--- src/design/kms_pkg.sv ---
// Shared types and constants for the keyboard matrix scanner.
`default_nettype none

package kms_pkg;

	// Field widths of the command and result items
	localparam int OPCODE_W = 3;
	localparam int KEY_W    = 7;
	localparam int DATA_W   = 8;
	localparam int LED_W    = 6;

	// Bit positions inside a port write byte
	localparam int BIT_START = 6;
	localparam int BIT_BELL  = 7;

	// Command opcodes; the two spare codes do nothing
	typedef enum logic [OPCODE_W-1:0] {
		OP_PRESS      = 3'd0,
		OP_RELEASE    = 3'd1,
		OP_WRITE      = 3'd2,
		OP_READ       = 3'd3,
		OP_SCAN_TICK  = 3'd4,
		OP_READY_TICK = 3'd5
	} op_t;

	// Controller sequencing
	typedef enum logic [1:0] {
		ST_CLEAR,
		ST_IDLE,
		ST_SCAN
	} state_t;

endpackage

`default_nettype wire

--- src/design/kms_if.sv ---
// Handshake channels for command and result items.
`default_nettype none

interface kms_cmd_if import kms_pkg::*; ();
	logic                valid;
	logic                ready;
	logic [OPCODE_W-1:0] opcode;
	logic [KEY_W-1:0]    key_code;
	logic [DATA_W-1:0]   write_data;

	modport source (output valid, output opcode, output key_code, output write_data,
		input ready);
	modport sink (input valid, input opcode, input key_code, input write_data,
		output ready);
endinterface

interface kms_res_if import kms_pkg::*; ();
	logic              valid;
	logic              ready;
	logic [DATA_W-1:0] read_data;
	logic              interrupt;
	logic              ready_res;
	logic              bell;
	logic [LED_W-1:0]  led_bits;
	logic              scanning_active;

	modport source (output valid, output read_data, output interrupt, output ready_res,
		output bell, output led_bits, output scanning_active, input ready);
	modport sink (input valid, input read_data, input interrupt, input ready_res,
		input bell, input led_bits, input scanning_active, output ready);
endinterface

`default_nettype wire

--- src/design/keyboard_matrix_scanner.sv ---
// Keyboard matrix scanner top level: controller, scan walk and result register.
//
//   channel  dir  handshake        payload
//   cmd      in   valid / ready    opcode, key_code, write_data
//   res      out  valid / ready    read_data, interrupt, ready_res, bell,
//                                  led_bits, scanning_active
//
// Items other than scan steps have their result registered at the accept edge.
// After a scan step is accepted, the walk reads the key map
// through its single read port, one entry per cycle, until a down key or the end.
// After reset a clearing pass writes every key map entry, the last one as down; no item is taken.
// One item is in work at a time; a new item is taken once the result register is free
// or being emptied in the same cycle.
`default_nettype none

module keyboard_matrix_scanner import kms_pkg::*; #(
	parameter int NUM_KEYS = 128
) (
	input  wire logic clk,
	input  wire logic arst_n,
	kms_cmd_if.sink   cmd,
	kms_res_if.source res
);

	localparam int ADDR_W = $clog2(NUM_KEYS);
	localparam int POS_W  = $clog2(NUM_KEYS + 1);
	localparam logic [POS_W-1:0]  POS_END  = POS_W'(NUM_KEYS);
	localparam logic [ADDR_W-1:0] ADDR_TOP = ADDR_W'(NUM_KEYS - 1);

	state_t state_q, state_d;
	op_t    op;

	logic [ADDR_W-1:0] clr_ptr_q;
	logic              cmd_acc;
	logic              key_ok;

	// Architectural state
	logic [POS_W-1:0]  scan_pos_q, n_scan_pos;
	logic [DATA_W-1:0] latched_q, n_latched;
	logic              ready_q, n_ready;
	logic              irq_q, n_irq;
	logic [LED_W-1:0]  led_q, n_led;
	logic              sarm_q, n_sarm;
	logic              rarm_q, n_rarm;
	logic              bell_q, n_bell;

	// Scan walk pipeline
	logic              chk_vld_s1, n_chk_vld;
	logic [ADDR_W-1:0] chk_pos_s1, n_chk_pos;
	logic              hit;
	logic              go_scan;
	logic              res_load;
	logic [DATA_W-1:0] res_rd;
	logic              scan_idle;

	// Result register
	logic              res_vld_q;
	logic [DATA_W-1:0] res_rd_q;
	logic              res_irq_q;
	logic              res_rdy_q;
	logic              res_bell_q;
	logic [LED_W-1:0]  res_led_q;
	logic              res_scan_q;

	// Key map port
	logic              mem_we;
	logic [ADDR_W-1:0] mem_waddr;
	logic              mem_wdata;
	logic              mem_rdata;

	kms_keymap_ram #(.DEPTH(NUM_KEYS)) u_keymap (
		.clk   (clk),
		.we    (mem_we),
		.waddr (mem_waddr),
		.wdata (mem_wdata),
		.raddr (scan_pos_q[ADDR_W-1:0]),
		.rdata (mem_rdata)
	);

	assign op        = op_t'(cmd.opcode);
	assign cmd_acc   = cmd.valid && cmd.ready;
	assign key_ok    = 32'(cmd.key_code) < 32'(NUM_KEYS);
	assign hit       = chk_vld_s1 && mem_rdata;
	assign scan_idle = scan_pos_q == POS_END;

	// Next state
	always_comb begin
		state_d = state_q;
		case (state_q)
			ST_CLEAR: begin
				if (clr_ptr_q == ADDR_TOP) begin
					state_d = ST_IDLE;
				end
			end
			ST_IDLE: begin
				if (cmd_acc && go_scan) begin
					state_d = ST_SCAN;
				end
			end
			ST_SCAN: begin
				if (res_load) begin
					state_d = ST_IDLE;
				end
			end
			default: state_d = ST_IDLE;
		endcase
	end

	// Handshake and key map writes
	always_comb begin
		cmd.ready = 1'b0;
		mem_we    = 1'b0;
		mem_waddr = ADDR_W'(cmd.key_code);
		mem_wdata = op == OP_PRESS;
		case (state_q)
			ST_CLEAR: begin
				mem_we    = 1'b1;
				mem_waddr = clr_ptr_q;
				mem_wdata = clr_ptr_q == ADDR_TOP;
			end
			ST_IDLE: begin
				cmd.ready = !res_vld_q || res.ready;
				mem_we    = cmd.valid && cmd.ready && key_ok
					&& (op == OP_PRESS || op == OP_RELEASE);
			end
			default: ;
		endcase
	end

	// Item decode and scan walk
	always_comb begin
		n_scan_pos = scan_pos_q;
		n_latched  = latched_q;
		n_ready    = ready_q;
		n_irq      = irq_q;
		n_led      = led_q;
		n_sarm     = sarm_q;
		n_rarm     = rarm_q;
		n_bell     = bell_q;
		n_chk_vld  = 1'b0;
		n_chk_pos  = chk_pos_s1;
		go_scan    = 1'b0;
		res_load   = 1'b0;
		res_rd     = '0;
		if (cmd_acc) begin
			n_bell = 1'b0;
			case (op)
				OP_PRESS, OP_RELEASE: ;
				OP_WRITE: begin
					if (ready_q) begin
						n_led   = cmd.write_data[LED_W-1:0];
						n_bell  = cmd.write_data[BIT_BELL];
						n_ready = 1'b0;
						n_rarm  = 1'b1;
						if (cmd.write_data[BIT_START] && scan_idle) begin
							go_scan    = 1'b1;
							n_scan_pos = '0;
						end
					end
				end
				OP_READ: begin
					n_irq  = 1'b0;
					res_rd = latched_q;
				end
				OP_SCAN_TICK: begin
					if (sarm_q) begin
						n_sarm  = 1'b0;
						go_scan = !scan_idle;
					end
				end
				OP_READY_TICK: begin
					if (rarm_q) begin
						n_rarm  = 1'b0;
						n_ready = 1'b1;
					end
				end
				default: ;
			endcase
			res_load = !go_scan;
		end else if (state_q == ST_SCAN) begin
			if (hit) begin
				// Down key found: latch it and stop after it
				n_latched  = 8'(chk_pos_s1);
				n_irq      = 1'b1;
				n_sarm     = 1'b1;
				n_scan_pos = POS_W'(chk_pos_s1) + POS_W'(1);
				res_load   = 1'b1;
			end else if (scan_idle) begin
				res_load = 1'b1;
			end else begin
				n_chk_vld  = 1'b1;
				n_chk_pos  = scan_pos_q[ADDR_W-1:0];
				n_scan_pos = scan_pos_q + POS_W'(1);
			end
		end
	end

	// Control and architectural registers
	always_ff @(posedge clk or negedge arst_n) begin
		if (!arst_n) begin
			state_q    <= ST_CLEAR;
			clr_ptr_q  <= '0;
			scan_pos_q <= POS_END;
			latched_q  <= '0;
			ready_q    <= 1'b1;
			irq_q      <= 1'b0;
			led_q      <= '0;
			sarm_q     <= 1'b0;
			rarm_q     <= 1'b0;
			chk_vld_s1 <= 1'b0;
			res_vld_q  <= 1'b0;
		end else begin
			state_q    <= state_d;
			if (state_q == ST_CLEAR) begin
				clr_ptr_q <= clr_ptr_q + ADDR_W'(1);
			end
			scan_pos_q <= n_scan_pos;
			latched_q  <= n_latched;
			ready_q    <= n_ready;
			irq_q      <= n_irq;
			led_q      <= n_led;
			sarm_q     <= n_sarm;
			rarm_q     <= n_rarm;
			chk_vld_s1 <= n_chk_vld;
			if (res_load) begin
				res_vld_q <= 1'b1;
			end else if (res.ready) begin
				res_vld_q <= 1'b0;
			end
		end
	end

	// Payload registers
	always_ff @(posedge clk) begin
		bell_q     <= n_bell;
		chk_pos_s1 <= n_chk_pos;
		if (res_load) begin
			res_rd_q   <= res_rd;
			res_irq_q  <= n_irq;
			res_rdy_q  <= n_ready;
			res_bell_q <= n_bell;
			res_led_q  <= n_led;
			res_scan_q <= n_scan_pos != POS_END;
		end
	end

	assign res.valid           = res_vld_q;
	assign res.read_data       = res_rd_q;
	assign res.interrupt       = res_irq_q;
	assign res.ready_res       = res_rdy_q;
	assign res.bell            = res_bell_q;
	assign res.led_bits        = res_led_q;
	assign res.scanning_active = res_scan_q;

	// The result slot stays empty while a walk is running
	a_scan_slot_empty: assert property (@(posedge clk) disable iff (!arst_n)
		state_q == ST_SCAN |-> !res_vld_q)
		else $error("result pending during scan walk");

	// A map read in flight belongs to a walk
	a_check_in_scan: assert property (@(posedge clk) disable iff (!arst_n)
		chk_vld_s1 |-> state_q == ST_SCAN)
		else $error("key map check outside scan walk");

	// The scan position never passes the end
	a_pos_bound: assert property (@(posedge clk) disable iff (!arst_n)
		scan_pos_q <= POS_END)
		else $error("scan position beyond end");

	// An accepted write makes the controller busy
	a_write_busy: assert property (@(posedge clk) disable iff (!arst_n)
		cmd.valid && cmd.ready && op == OP_WRITE && ready_q |=> !ready_q && rarm_q)
		else $error("write did not go busy");

endmodule

`default_nettype wire

--- src/design/kms_keymap_ram.sv ---
// Key-down map: one-bit synchronous RAM, one write and one registered read port.
`default_nettype none

module kms_keymap_ram #(
	parameter int DEPTH = 128,
	localparam int AW = $clog2(DEPTH)
) (
	input  wire logic          clk,
	input  wire logic          we,
	input  wire logic [AW-1:0] waddr,
	input  wire logic          wdata,
	input  wire logic [AW-1:0] raddr,
	output logic               rdata
);

	logic mem_q [DEPTH];
	logic rdata_q;

	// Write on request, read every cycle
	always_ff @(posedge clk) begin
		if (we) begin
			mem_q[waddr] <= wdata;
		end
		rdata_q <= mem_q[raddr];
	end

	assign rdata = rdata_q;

endmodule

`default_nettype wire

--- src/flat_wrapper.sv ---
// flat-port wrapper written by rule: the top's interface ports become plain ports
module keyboard_matrix_scanner_flat import kms_pkg::*;
#(
	parameter int NUM_KEYS = 128
)
  (clk, arst_n, cmd_valid, cmd_opcode, cmd_key_code, cmd_write_data, cmd_ready, res_valid, res_read_data, res_interrupt, res_ready_res, res_bell, res_led_bits, res_scanning_active, res_ready);
  kms_cmd_if cmd_i ();
  kms_res_if res_i ();
  input  wire logic clk;
  input  wire logic arst_n;
  input wire logic [$bits(cmd_i.valid)-1:0] cmd_valid;
  input wire logic [$bits(cmd_i.opcode)-1:0] cmd_opcode;
  input wire logic [$bits(cmd_i.key_code)-1:0] cmd_key_code;
  input wire logic [$bits(cmd_i.write_data)-1:0] cmd_write_data;
  output wire logic [$bits(cmd_i.ready)-1:0] cmd_ready;
  output wire logic [$bits(res_i.valid)-1:0] res_valid;
  output wire logic [$bits(res_i.read_data)-1:0] res_read_data;
  output wire logic [$bits(res_i.interrupt)-1:0] res_interrupt;
  output wire logic [$bits(res_i.ready_res)-1:0] res_ready_res;
  output wire logic [$bits(res_i.bell)-1:0] res_bell;
  output wire logic [$bits(res_i.led_bits)-1:0] res_led_bits;
  output wire logic [$bits(res_i.scanning_active)-1:0] res_scanning_active;
  input wire logic [$bits(res_i.ready)-1:0] res_ready;
  assign cmd_i.valid = cmd_valid;
  assign cmd_i.opcode = cmd_opcode;
  assign cmd_i.key_code = cmd_key_code;
  assign cmd_i.write_data = cmd_write_data;
  assign cmd_ready = cmd_i.ready;
  assign res_valid = res_i.valid;
  assign res_read_data = res_i.read_data;
  assign res_interrupt = res_i.interrupt;
  assign res_ready_res = res_i.ready_res;
  assign res_bell = res_i.bell;
  assign res_led_bits = res_i.led_bits;
  assign res_scanning_active = res_i.scanning_active;
  assign res_i.ready = res_ready;
  keyboard_matrix_scanner #(.NUM_KEYS(NUM_KEYS)) u_core (.clk(clk), .arst_n(arst_n), .cmd(cmd_i), .res(res_i));
endmodule
--- config.mk ---
export PLATFORM = sky130hd
export DESIGN_NAME = keyboard_matrix_scanner_flat
export DESIGN_NICKNAME = d
export VERILOG_FILES = /design/src/design/kms_pkg.sv /design/src/design/kms_if.sv /design/src/design/keyboard_matrix_scanner.sv /design/src/design/kms_keymap_ram.sv /design/src/flat_wrapper.sv
export SDC_FILE = /design/constraint.sdc
export NUM_CORES = 1
export LEC_CHECK = 0
export ABC_AREA = 1
export BUFFER_PORTS_ARGS = -buffer_cell sky130_fd_sc_hd__buf_4
export CAP_MARGIN = 20
export CORE_ASPECT_RATIO = 0.8
export CORE_MARGIN = 2
export CORE_UTILIZATION = 44
export CTS_CLUSTER_DIAMETER = 60
export DETAILED_ROUTE_END_ITERATION = 8
export REMOVE_ABC_BUFFERS = 1
export SETUP_SLACK_MARGIN = 0.2
export SKIP_LAST_GASP = 1
export SLEW_MARGIN = 20
export SYNTH_ARGS = -nofsm -noshare
export SYNTH_HDL_FRONTEND = slang
export SYNTH_SLANG_ARGS = --single-unit
--- constraint.sdc ---
create_clock -name clk -period 9.1 [get_ports clk]
set_input_delay 0.455 -clock clk [delete_from_list [all_inputs] [get_ports clk]]
set_output_delay 0.455 -clock clk [all_outputs]
set_load 0.05 [all_outputs]
# Yosys cells after proc, flatten, opt, wreduce, memory -nomap -nowiden
# Memories as Yosys holds them, arrays and structs flattened. A register that Yosys moved wholly into a read port is not among the register bits.
# Cells that the tools add are included.
[word_totals]
reg_bits = 61
ram_bits = 128
inputBits = 22
out_inout_bits = 20
word_cells = 116
mem_count = 1
[mem_list]
columns = ["memory", "depth", "width", "rd", "rd_ports_with_merged_regs", "wr", "line", "rtl"]
rows = [
  ["u_core.u_keymap.mem_q", 128, 1, 1, 1, 1, "kms_keymap_ram.sv:16", "logic mem_q [DEPTH];"],
]
[op_classes]
add_sub_neg = 3
n_eq_ne = 15
muxes = 52
n_bitwise = 3
reduce_logical = 23
[op_table]
columns = ["cell", "count"]
rows = [
  ["2-to-1 mux 8 bit", 7],
  ["2-to-1 mux 1 bit", 33],
  ["2-to-1 mux 6 bit", 3],
  ["AND reduction 3 bit", 4],
  ["adder 7 x 1 -> 8 bit, second input constant", 1],
  ["adder 8 x 1 -> 8 bit, second input constant", 1],
  ["equality test 8 bit, second input constant", 1],
  ["inequality test 2 x 1 -> 1 bit, second input constant", 4],
  ["inequality test 8 bit, second input constant", 1],
  ["one-hot mux 1 bit (2 select lines)", 4],
  ["nonzero test 2 bit", 4],
  ["adder 7 x 1 -> 7 bit, second input constant", 1],
  ["equality test 7 bit, second input constant", 1],
  ["2-to-1 mux 7 bit", 1],
  ["equality test 3 x 2 -> 1 bit, second input constant", 2],
  ["equality test 3 bit, second input constant", 2],
  ["logical AND 1 bit", 6],
  ["2-to-1 mux 2 bit", 3],
  ["one-hot mux 2 bit (3 select lines)", 1],
  ["AND reduction 4 bit", 1],
  ["equality test 3 x 1 -> 1 bit, second input constant", 1],
  ["zero test 1 bit", 3],
  ["zero test 3 bit", 1],
  ["inverter 1 bit", 3],
  ["6 further kinds", 7],
]

# Longest topological paths before layout
# Gate-level depths: netlist of the first run.
[logic_depth]
ltp_word = 10
depth_mapped = 14
depth_no_buf = 12

# Modules after synthesis
# Synthesis of the first run repeated with hierarchy kept, for this count alone.
[hier_totals]
cells_unflattened = 963
area_unflattened_um2 = 8898.5
[modules_own_cells]
columns = ["module", "instances", "cells_per_inst", "area_each_um2", "seq_area_each_um2"]
rows = [
  ["kms_keymap_ram", 1, 620, 5926.9, 3863.7],
  ["keyboard_matrix_scanner", 1, 343, 2971.6, 1644.1],
]

# Worst setup path before layout of the first run
# No wires, ideal clock.
[synth_timing]
kind = "reg-to-reg"
from = "reg u_core.clr_ptr_q[0]"
to = "mem u_core.u_keymap.mem_q[0], data pin"
t_arrival_ns = 2.545
required_ns = 8.575
setup_slack_ns = 6.030
path_stages_with_launch = 7
path_buffers = 0
period_less_slack_ns = 3.070
path_cell_list = "dfrtp_1 > ha_1 > nand3_1 > nor2_1 > nor2_1 > nor2_1 > o21a_1"
[synth_via]
elab_chain_len = 2
[synth_rtl]
columns = ["element", "line", "rtl"]
rows = [
  ["start, declared", "keyboard_matrix_scanner.sv:33", "logic [ADDR_W-1:0] clr_ptr_q;"],
  ["start signal, assigned", "keyboard_matrix_scanner.sv:215", "clr_ptr_q <= clr_ptr_q + ADDR_W'(1);"],
  ["equality test 7 bit", "keyboard_matrix_scanner.sv:119", "mem_wdata = clr_ptr_q == ADDR_TOP;"],
  ["2-to-1 mux 1 bit", "keyboard_matrix_scanner.sv:115", "case (state_q)"],
  ["named net u_core.mem_wdata", "keyboard_matrix_scanner.sv:68", "logic mem_wdata;"],
  ["end, declared", "kms_keymap_ram.sv:16", ""],
]
# The timed path passes the listed nets, and every way through them passes these cells.

# Worst setup path in the final report of the first run
[layout_timing]
from = "reg u_core.scan_pos_q[1]"
to = "reg u_core.res_rd_q[5], in the netlist u_core.res.read_data[5], enable pin"
[layout_via]
elab_chain_len = 8
word_cells_on_any_way = 13
[layout_rtl]
columns = ["element", "line", "rtl"]
rows = [
  ["start, declared", "keyboard_matrix_scanner.sv:38", "logic [POS_W-1:0] scan_pos_q, n_scan_pos;"],
  ["start signal, assigned", "keyboard_matrix_scanner.sv:217", "scan_pos_q <= n_scan_pos;"],
  ["equality test 8 bit *", "keyboard_matrix_scanner.sv:84", "assign scan_idle = scan_pos_q == POS_END;"],
  ["logical AND 1 bit", "keyboard_matrix_scanner.sv:155", "if (cmd.write_data[BIT_START] && scan_idle) begin"],
  ["2-to-1 mux 1 bit", "keyboard_matrix_scanner.sv:155", ""],
  ["2-to-1 mux 1 bit", "keyboard_matrix_scanner.sv:150", "if (ready_q) begin"],
  ["one-hot mux 1 bit (2 select lines)", "keyboard_matrix_scanner.sv:147", "case (op)"],
  ["2-to-1 mux 1 bit", "keyboard_matrix_scanner.sv:145", "if (cmd_acc) begin"],
  ["zero test 1 bit", "keyboard_matrix_scanner.sv:179", "res_load = !go_scan;"],
  ["2-to-1 mux 1 bit *", "keyboard_matrix_scanner.sv:145", ""],
  ["named net u_core.res_load", "keyboard_matrix_scanner.sv:52", "logic res_load;"],
  ["end signal, assigned", "keyboard_matrix_scanner.sv:238", "res_rd_q <= res_rd;"],
  ["end, declared", "keyboard_matrix_scanner.sv:58", "logic [DATA_W-1:0] res_rd_q;"],
]
# Mark *: on every way through the listed nets, which the timed path passes. The rest lies on a longest branch. The select of a mux whose other input is x is not followed.
# A chain may end at the register's enable or synchronous reset.

==> qor.yml, run 1 <==
pre_cts_ws_ps: 5245
start_util: 0.4469
antenna_found_initial: 0
final_nets: 991
vdd_drop_max_mv: 0.1515
finalCritPeriodShare: 0.4308
cp.required_ps: 9170
clock_skew_ps: 13.45
die_h_um: 130.8
num_vias: 6472
track_usage: 0.2039
drtPass1Iterations: 5
drt_iter0_drc: 636
cts.repair.resized: 0
h-tree-depth: 4
post_drt_wl_per_cell_um: 16.86
relSlewSlack: 0.3423
insertedDiodeCount: 0
p_leak_uw: 0.003921
hold_path.class: "in -> reg"
ys_seq_elements: 190
rows: 46
die_x_um: 162.6
n_fill_cell: 1904
synth_area_mm2: 0.008848
clock-root-buffer: "clkbuf_16"
ys_warn_count: 0
port_buffers: 40
clk_latency_ps: 440
fin_ws_ps: 5180
fmax_mhz: 255.1
async_flop_share: 0.1895
cts_max_path_buffers: 2
io_pins: 42
cts.sinks: 190
cpMostUsedCell: "nand2_1"
synthFlopType: "edfxtp_1"
crit_chain: "clkinv_1, ha_1, nor3b_1, nand2_1, inv_1, nand2_1, nand2_1, nand2_1, o21ai_0, inv_1"
tns_ps: 0
cts_tree: "yes"
dieArea_mm2: 0.02127
synth_edf_count: 152
period_minus_slack_ps: 3920
path_clk_slew_ps: 70
seqCellArea_mm2: 0.005509
syn_inst: 937
setup_viol: 0
start_kind: "register"
area_growth_pct: 12.26
grt_pass1_vias: 6101
totalWireLength_mm: 20.94
dp.final_hpwl_mm: 12.72
overflow: 0
drive_gt1_frac: 0.1186
synth-seq-area-share: 0.6225
max_stage_delay_ps: 990
worstSetupPathType: "reg -> reg"
cp_slowest_cell: "dfrtp_1"
worst_slew_pin_slew_ps: 986.5
vias_per_cell: 5.211
synth_cell_type_count: 40
final_core_util: 0.5017
drtAntennaViolNets: 0
fin_hold_ws_ps: 216.0
rsz0062_at_grt: "no"
placed_cell_area_mm2: 0.009344
critPathCaptureType: "register"
p_per_area_mw_per_mm2: 280.6
avgSynthCellArea_um2: 9.443
multi_input_area_mm2: 0.002938
maxSlewViolCount: 0
gp_congestion: 0.8322
hold_viol: 0
grt_pass1_wl_mm: 32.82
grt_max_degree: 129
status: "finished clean"
stdcell_area_mm2: 0.009933
arrival_ps: 3990
core_area_mm2: 0.01980
cp_max_fo: 21
numCtsBuffers: 17
drv_cap: 0
drc: 0
-- registers in the layout (all words and copies together) (netlist names) --
name                        count
u_core.u_keymap.rdata           1
u_core.res.led_bits             6
u_core.res.valid                1
u_core.state_q                  2
u_core.chk_pos_s1               7
u_core.ready_q                  1
u_core.res.ready_res            1
u_core.u_keymap.mem_q         128
u_core.res.read_data            7
u_core.chk_vld_s1               1
u_core.scan_pos_q               8
u_core.res.scanning_active      1
u_core.irq_q                    1
u_core.res.bell                 1
u_core.clr_ptr_q                7
u_core.led_q                    6
u_core.sarm_q                   1
u_core.rarm_q                   1
u_core.latched_q                7
u_core.res.interrupt            1
u_core.bell_q                   1
-- synth_stat cells (7+ instances only) --
library cell | instances | share of area
dfrtp_1 | 34 | 0.096
nand4_1 | 7 | 0.0049
nand3_1 | 102 | 0.058
nor2_1 | 174 | 0.074
buf_2 | 13 | 0.0074
nand2_1 | 268 | 0.11
o21ai_0 | 20 | 0.011
a21oi_1 | 21 | 0.012
nor2_2 | 7 | 0.0049
inv_1 | 55 | 0.023
clkbuf_1 | 13 | 0.0055
edfxtp_1 | 152 | 0.52
-- through the flow --
step,power [uW],cells
floorplan,1718,901
global placement,2054,1209
detailed placement,2058,1209
CTS,2793,1242
global route,2944,1242
finish,2788,1242
-- cell type report --
| cell class | count | area share |
|---|---|---|
| Inverter | 63 | 0.02381 |
| Timing Repair Buffer | 45 | 0.03464 |
| Multi-Input combinational cell | 648 | 0.2958 |
| Clock inverter | 11 | 0.009321 |
| Tap cell | 264 | 0.03325 |
| Clock buffer | 21 | 0.04862 |
| Sequential cell | 190 | 0.5546 |
-- report_power, final --
| group | internal [uW] | switching [uW] | total (uW) |
|---|---|---|---|
| clock network | 390 | 353 | 743 |
| logic | 250 | 723 | 973 |
| registers | 1010 | 62.8 | 1070 |
| total | 1650 | 1140 | 2790 |
-- worst paths after layout --
kind / slack [ps] / cells after the start / start / endpoint
setup / recovery: 5180 / 10 / u_core.scan_pos_q[1] / u_core.res.read_data[5]
hold / removal: 220 / 2 / res_ready / u_core.res.valid
setup reg to reg: 5180 / 10 / u_core.scan_pos_q[1] / u_core.res.read_data[5]
hold reg to reg: 470 / 1 / u_core.bell_q / u_core.bell_q
max in group asynchronous: 8190 / 2 / arst_n / u_core.scan_pos_q[0]
min in group asynchronous: 540 / 2 / arst_n / u_core.led_q[2]
-- layer usage --
| metal | up-vias | GRT usage | wire, um |
|---|---|---|---|
| met3 | 25 | 0.04261 | 1458 |
| met5 | - | 0 | 0 |
| met4 | 0 | 0.06455 | 366 |
| met2 | 209 | 0.3101 | 9167 |
| li1 | 3143 | - | - |
| met1 | 3095 | 0.2952 | 9952 |
-- layout by cell type, fill, tap and decap left out, types with 3 or more instances in the layout --
cell,instances
nand4_1,7
nand3_1,102
inv_8,3
ha_1,4
xor2_1,4
inv_1,54
a21oi_1,21
inv_2,6
edfxtp_1,152
nor2_2,7
nor2_4,4
dfrtp_1,33
nor3_1,3
nand2_1,268
mux2_2,6
o21ai_2,3
nand3_2,6
buf_4,43
o21ai_0,20
clkinvlp_4,4
clkinv_1,3
nand2_2,3
nor2_1,174
clkbuf_16,19
-- cell families (layout without fill, tap and decap cells) --
group,count (synthesis),count (layout),share of synthesized area
AO/OA/AOI/OAI,50,50,0.03479
multiplexers,6,6,0.007635
flip-flops,190,190,0.6225
adder cells (fa/ha/maj),4,4,0.005656
other,1,1,0.0004238
XOR/XNOR,6,6,0.005939
AND/OR/NAND/NOR,581,581,0.2767
buffers and inverters,99,140,0.04638
-- timing repair --
| action | in CTS | in global routing |
|---|---|---|
| endpoints found under the hold margin | 6 | 0 |
| setup buffers | 0 | 0 |
| hold buffers | 1 | 0 |
| setup endpoints to repair | 0 | 0 |
-- critical path, delay by kind of cell, from the launching register on --
kind,cells,cell delay [ps]
AND/OR/NAND/NOR,5,530
AO/OA/AOI/OAI,1,110
buffers and inverters,3,1450
flip-flops,1,990
adder cells (fa/ha/maj),1,440
(Power assumes the default switching activity.)
==> run 2: changes to the inputs <==
==> constraint.sdc (replaced) <==
create_clock -name clk -period 3.1 [get_ports clk]
set_input_delay 0.155 -clock clk [delete_from_list [all_inputs] [get_ports clk]]
set_output_delay 0.155 -clock clk [all_outputs]
set_load 0.05 [all_outputs]
==> run 2 against run 1 <==
Register-to-register slack lost 4600 ps; setup slack worse by 4600 ps; count of clock-buffer cells in the layout is 3 lower; combinational power increased to 3.2 times the previous value; sequential cell count unchanged; first-iteration DRC count is 6.3% lower; critical path type unchanged; largest cell class unchanged.
==> qor.yml, run 2 (synthesis gave the netlist of run 1 again) <==
status: "finished clean"
grt_pass1_wl_mm: 33.89
overflow: 0
period_minus_slack_ps: 2540
rows: 46
post_cts_buffers: 0
n_fill_cell: 1875
crit_chain: "nor2_4, inv_2, nor2_1, nor2_4, inv_1, nand3_2, nor2_1"
top_regs: "u_core.u_keymap.mem_q (128), u_core.scan_pos_q (8)"
drive_gt1_frac: 0.1300
post_drt_wl_per_cell_um: 17.23
relSlewSlack: 0.4760
reg2reg_slack_ps: 560
vias_per_cell: 5.160
track_usage: 0.2124
cpLargestDelayFamily: "simple AND/OR/NAND/NOR gates"
largest_register_ffs: 128
p_leak_uw: 0.004035
path_clk_slew_ps: 70
cts.repair.resized: 0
die_x_um: 162.6
clock-root-buffer: "clkbuf_16"
rr_startpoint: "u_core.state_q[1]"
rsz0062_at_grt: "no"
fin_hold_ws_ps: 73.73
reg2reg_depth: 7
grt_max_degree: 69
drtAntennaViolNets: 0
final_cell_mix: "nand2_1, nor2_1, edfxtp_1"
final_common_cell: "nand2_1"
multi_input_area_mm2: 0.002938
cts.sinks: 190
numCtsBuffers: 17
insertedDiodeCount: 0
min_from: "cmd_opcode[0]"
drv_cap: 0
clkPwrFrac: 0.264
h-tree-depth: 4
start_kind: "register"
gp_congestion: 0.8799
max_stage_delay_ps: 460
setup_viol: 0
regMostFlops: "u_core.u_keymap.mem_q"
cp.required_ps: 3230
p_seq_frac: 0.370
switchingPower_uw: 3406
die_h_um: 130.8
drc: 0
seqCellArea_mm2: 0.005509
maxSlewViolCount: 0
min_to: "u_core.sarm_q"
start_util: 0.4469
vdd_drop_max_mv: 0.4241
placed_cell_area_mm2: 0.009449
pre_cts_ws_ps: 590.4
hold_path_depth: 5
internal-power_uw: 4983
critPathCaptureType: "register"
arrival_ps: 2670
clk_latency_ps: 430
cp_max_fo: 14
crit_buf_inv: 2
final_nets: 1013
num_vias: 6522
totalWireLength_mm: 21.78
io_pins: 42
hold_viol: 0
fmax_mhz: 393.8
fin_ws_ps: 560.5
drt_iter0_drc: 596
hold_path.class: "in -> reg"
clock_skew_ps: 10.57
sw_frac_of_total: 0.4060
dp.final_hpwl_mm: 13.17
port_buffers: 40
cp_slowest_cell: "dfrtp_1"
rr_endpoint: "u_core.u_keymap.mem_q[40]"
area_growth_pct: 14.47
cts_max_path_buffers: 2
stdcell_area_mm2: 0.01013
grt_pass1_vias: 6101
worstSetupPathType: "reg -> reg"
combPwrFrac: 0.366
cts_tree: "yes"
core_area_mm2: 0.01980
worst_slew_pin_slew_ps: 786.0
finalCritPeriodShare: 0.8192
dieArea_mm2: 0.02127
drtPass1Iterations: 5
p_per_area_mw_per_mm2: 828.2
antenna_found_initial: 0
run 2: cell count changes in the layout (fill, tap and decap cells not counted), sizes merged:
cell / delta
buf: +14
dlygate4sd3: +8
clkinv: +5
clkbuf: -3
clkinvlp: -3
bufinv: +2
inv: -1
run 2: repair_timing:
item / 4_1_cts / 5_1_grt
setup endpoints to repair: 0 / 0
hold buffers: 9 / 0
endpoints found under the hold margin: 42 / 0
run 2: final cells by class:
| class | instances | area share |
|---|---|---|
| flip-flops and latches | 190 | 0.5439 |
| repair buffers | 67 | 0.05188 |
| clock inverters | 14 | 0.01581 |
| clock buffers | 18 | 0.04237 |
| inverters | 63 | 0.02335 |
| multi-input cells | 648 | 0.2901 |
| well taps | 264 | 0.03261 |
run 2: how the worst max path moves through the flow:
stage | startpoint | to | slack (ps) | cells after the start
floorplan | u_core.scan_pos_q[0] | u_core.res.bell | -1060 | 10
global placement | u_core.state_q[1] | u_core.u_keymap.mem_q[17] | 640 | 8
detailed placement | u_core.state_q[1] | u_core.u_keymap.mem_q[21] | 590 | 8
CTS | u_core.state_q[1] | u_core.u_keymap.mem_q[40] | 580 | 7
global route | u_core.state_q[1] | u_core.u_keymap.mem_q[32] | 380 | 8
finish | u_core.state_q[1] | u_core.u_keymap.mem_q[40] | 560 | 7
run 2: power groups by stage:
stage	Sequential (uW)	Clock, uW	Combinational, uW
global route	3120	2340	3420
finish	3100	2210	3070
global placement	3150	0	3030
floorplan	3240	0	1800
detailed placement	3150	0	3040
CTS	3100	2240	3070
run 2: worst register-to-register path: stages (launching register included):
cell and delay (ps):
dfrtp_1 460, nor2_4 370, inv_2 200, nor2_1 220
nor2_4 90, inv_1 190, nand3_2 420, nor2_1 280
run 2: metrics by stage:
stage / utilization / total power, uW / TNS, ps / cells
CTS: 0.5116 / 8408 / 0 / 1264
floorplan: - / 5042 / -30450 / 901
detailed placement: 0.4773 / 6197 / 0 / 1223
global placement: 0.4773 / 6184 / 0 / 1223
global route: 0.5116 / 8884 / 0 / 1264
finish: 0.5116 / 8389 / 0 / 1264
run 2: metal layers:
| layer | vias up | part of all wire | global-route usage |
|---|---|---|---|
| met5 | - | 0 | 0 |
| met1 | 3126 | 0.49 | 0.3155 |
| met3 | 14 | 0.071 | 0.05051 |
| met4 | 0 | 0.011 | 0.06195 |
| li1 | 3180 | - | - |
| met2 | 202 | 0.43 | 0.3111 |
==> run 3: changes to the inputs <==
==> constraint.sdc (replaced) <==
create_clock -name clk -period 2.3 [get_ports clk]
set_input_delay 0.115 -clock clk [delete_from_list [all_inputs] [get_ports clk]]
set_output_delay 0.115 -clock clk [all_outputs]
set_load 0.05 [all_outputs]
==> run 3 against run 2 <==
Critical path type unchanged; utilization is 4.1 points higher; sequential share of layout area is 4.0 points lower; combinational power is 70% higher; die area stayed put; first-iteration DRC count is 7.4% higher; critical endpoint is now u_core.u_keymap.mem_q[73]; hold slack worse by 39 ps.
==> qor.yml, run 3 (synthesis gave the netlist of run 1 again) <==
status: "finished clean"
insertedDiodeCount: 0
start_kind: "register"
final_nets: 1053
grt_pass1_wl_mm: 34.09
worst_slew_pin_slew_ps: 627.3
drv_cap: 0
vias_per_cell: 5.233
n_fill_cell: 1783
fmax_mhz: 473.8
port_buffers: 40
io_pins: 42
path_clk_slew_ps: 70
drt_iter0_drc: 640
clk_latency_ps: 440
cp_slowest_cell: "dfrtp_2"
drc: 0
largest_register_ffs: 128
final_common_cell: "nand2_1"
numCtsBuffers: 17
max_stage_delay_ps: 450
maxSlewViolCount: 0
finalCritPeriodShare: 0.9176
hold_path.class: "in -> reg"
antenna_found_initial: 0
clock_skew_ps: 9.619
dieArea_mm2: 0.02127
drtPass1Iterations: 5
grt_pass1_vias: 6173
multi_input_area_mm2: 0.003276
num_vias: 6824
seqCellArea_mm2: 0.005512
reg2reg_slack_ps: 190
drive_gt1_frac: 0.2298
core_area_mm2: 0.01980
die_h_um: 130.8
fin_ws_ps: 189.4
arrival_ps: 2260
cp.required_ps: 2450
cts_tree: "yes"
critPathCaptureType: "register"
vdd_drop_max_mv: 0.5573
stdcell_area_mm2: 0.01094
grt_max_degree: 54
final_cell_mix: "nand2_1, edfxtp_1, nor2_1"
totalWireLength_mm: 22.87
clock-root-buffer: "clkbuf_16"
pre_cts_ws_ps: 34.45
die_x_um: 162.6
crit_chain: "nor2_4, buf_12, buf_6, nor2_4, nor2_4, inv_2, nor2_4, buf_12, nand3_4, nor2_2"
area_growth_pct: 23.68
period_minus_slack_ps: 2111
post_drt_wl_per_cell_um: 17.53
rows: 46
cp_max_fo: 8
rsz0062_at_grt: "yes"
hold_viol: 0
relSlewSlack: 0.5786
cts_max_path_buffers: 2
start_util: 0.4469
h-tree-depth: 4
top_regs: "u_core.u_keymap.mem_q (128), u_core.scan_pos_q (8)"
regMostFlops: "u_core.u_keymap.mem_q"
p_per_area_mw_per_mm2: 1128
cpMostUsedCell: "nor2_4"
setup_viol: 0
drtAntennaViolNets: 0
worstSetupPathType: "reg -> reg"
overflow: 0
p_leak_uw: 0.004378
dp.final_hpwl_mm: 13.58
gp_congestion: 0.8776
placed_cell_area_mm2: 0.009637
p_total_uw: 12340
cts.sinks: 190
track_usage: 0.2129
-- run 3: timing repair --
item | in CTS | in global routing
hold endpoints to repair | 47 | 0
resized for setup | 17 | 95
setup buffers | 1 | 21
gates cloned | 0 | 3
pin swaps | 2 | 12
hold buffers | 9 | 0
endpoints found under the setup margin | 138 | 244
-- run 3: worst max-delay path: cells and delay by family, from the launching register on --
kind / cells / cell delay [ps]
flip-flops: 1 / 450
buffers and inverters: 4 / 490
AND/OR/NAND/NOR: 6 / 870
-- run 3: power by group --
group,leakage (uW),switching (uW),internal [uW]
logic,0.00222,3560,1650
clock network,0.000286,1320,1620
registers,0.00187,188,4000
-- run 3: path summary, 6_finish.rpt --
path,from,end,cells after the start
setup / recovery,u_core.state_q[1],u_core.u_keymap.mem_q[73],10
max in group asynchronous,arst_n,u_core.scan_pos_q[1],2
min in group asynchronous,arst_n,u_core.led_q[2],2
hold / removal,cmd_opcode[0],u_core.sarm_q,5
setup reg to reg,u_core.state_q[1],u_core.u_keymap.mem_q[73],10
hold reg to reg,u_core.irq_q,u_core.irq_q,2
-- run 3: layout make-up --
cell class,instances,area share
Clock buffer,23,0.04767
Clock inverter,9,0.006288
Inverter,63,0.02252
Multi-Input combinational cell,649,0.2993
Sequential cell,190,0.5036
Tap cell,264,0.03018
Timing Repair Buffer,106,0.09043
-- run 3: per-layer routing --
metal	up-vias	share of wire	track usage	wire, um
met3	24	0.083	0.04167	1909
met4	0	0.012	0.05414	280
met5	-	0	0	0
li1	3272	-	-	-
met1	3255	0.46	0.3131	10470
met2	273	0.45	0.3267	10200
-- run 3: per-stage QoR --
stage	setup TNS (ps)	hold WS (ps)	util	std cells
finish	0	35.11	0.5528	1304
global route	0	81.95	0.5528	1304
CTS	0	28.65	0.5240	1280
detailed placement	0	114.9	0.4867	1238
global placement	0	112.7	0.4867	1238
floorplan	-187760	-180.6	-	901
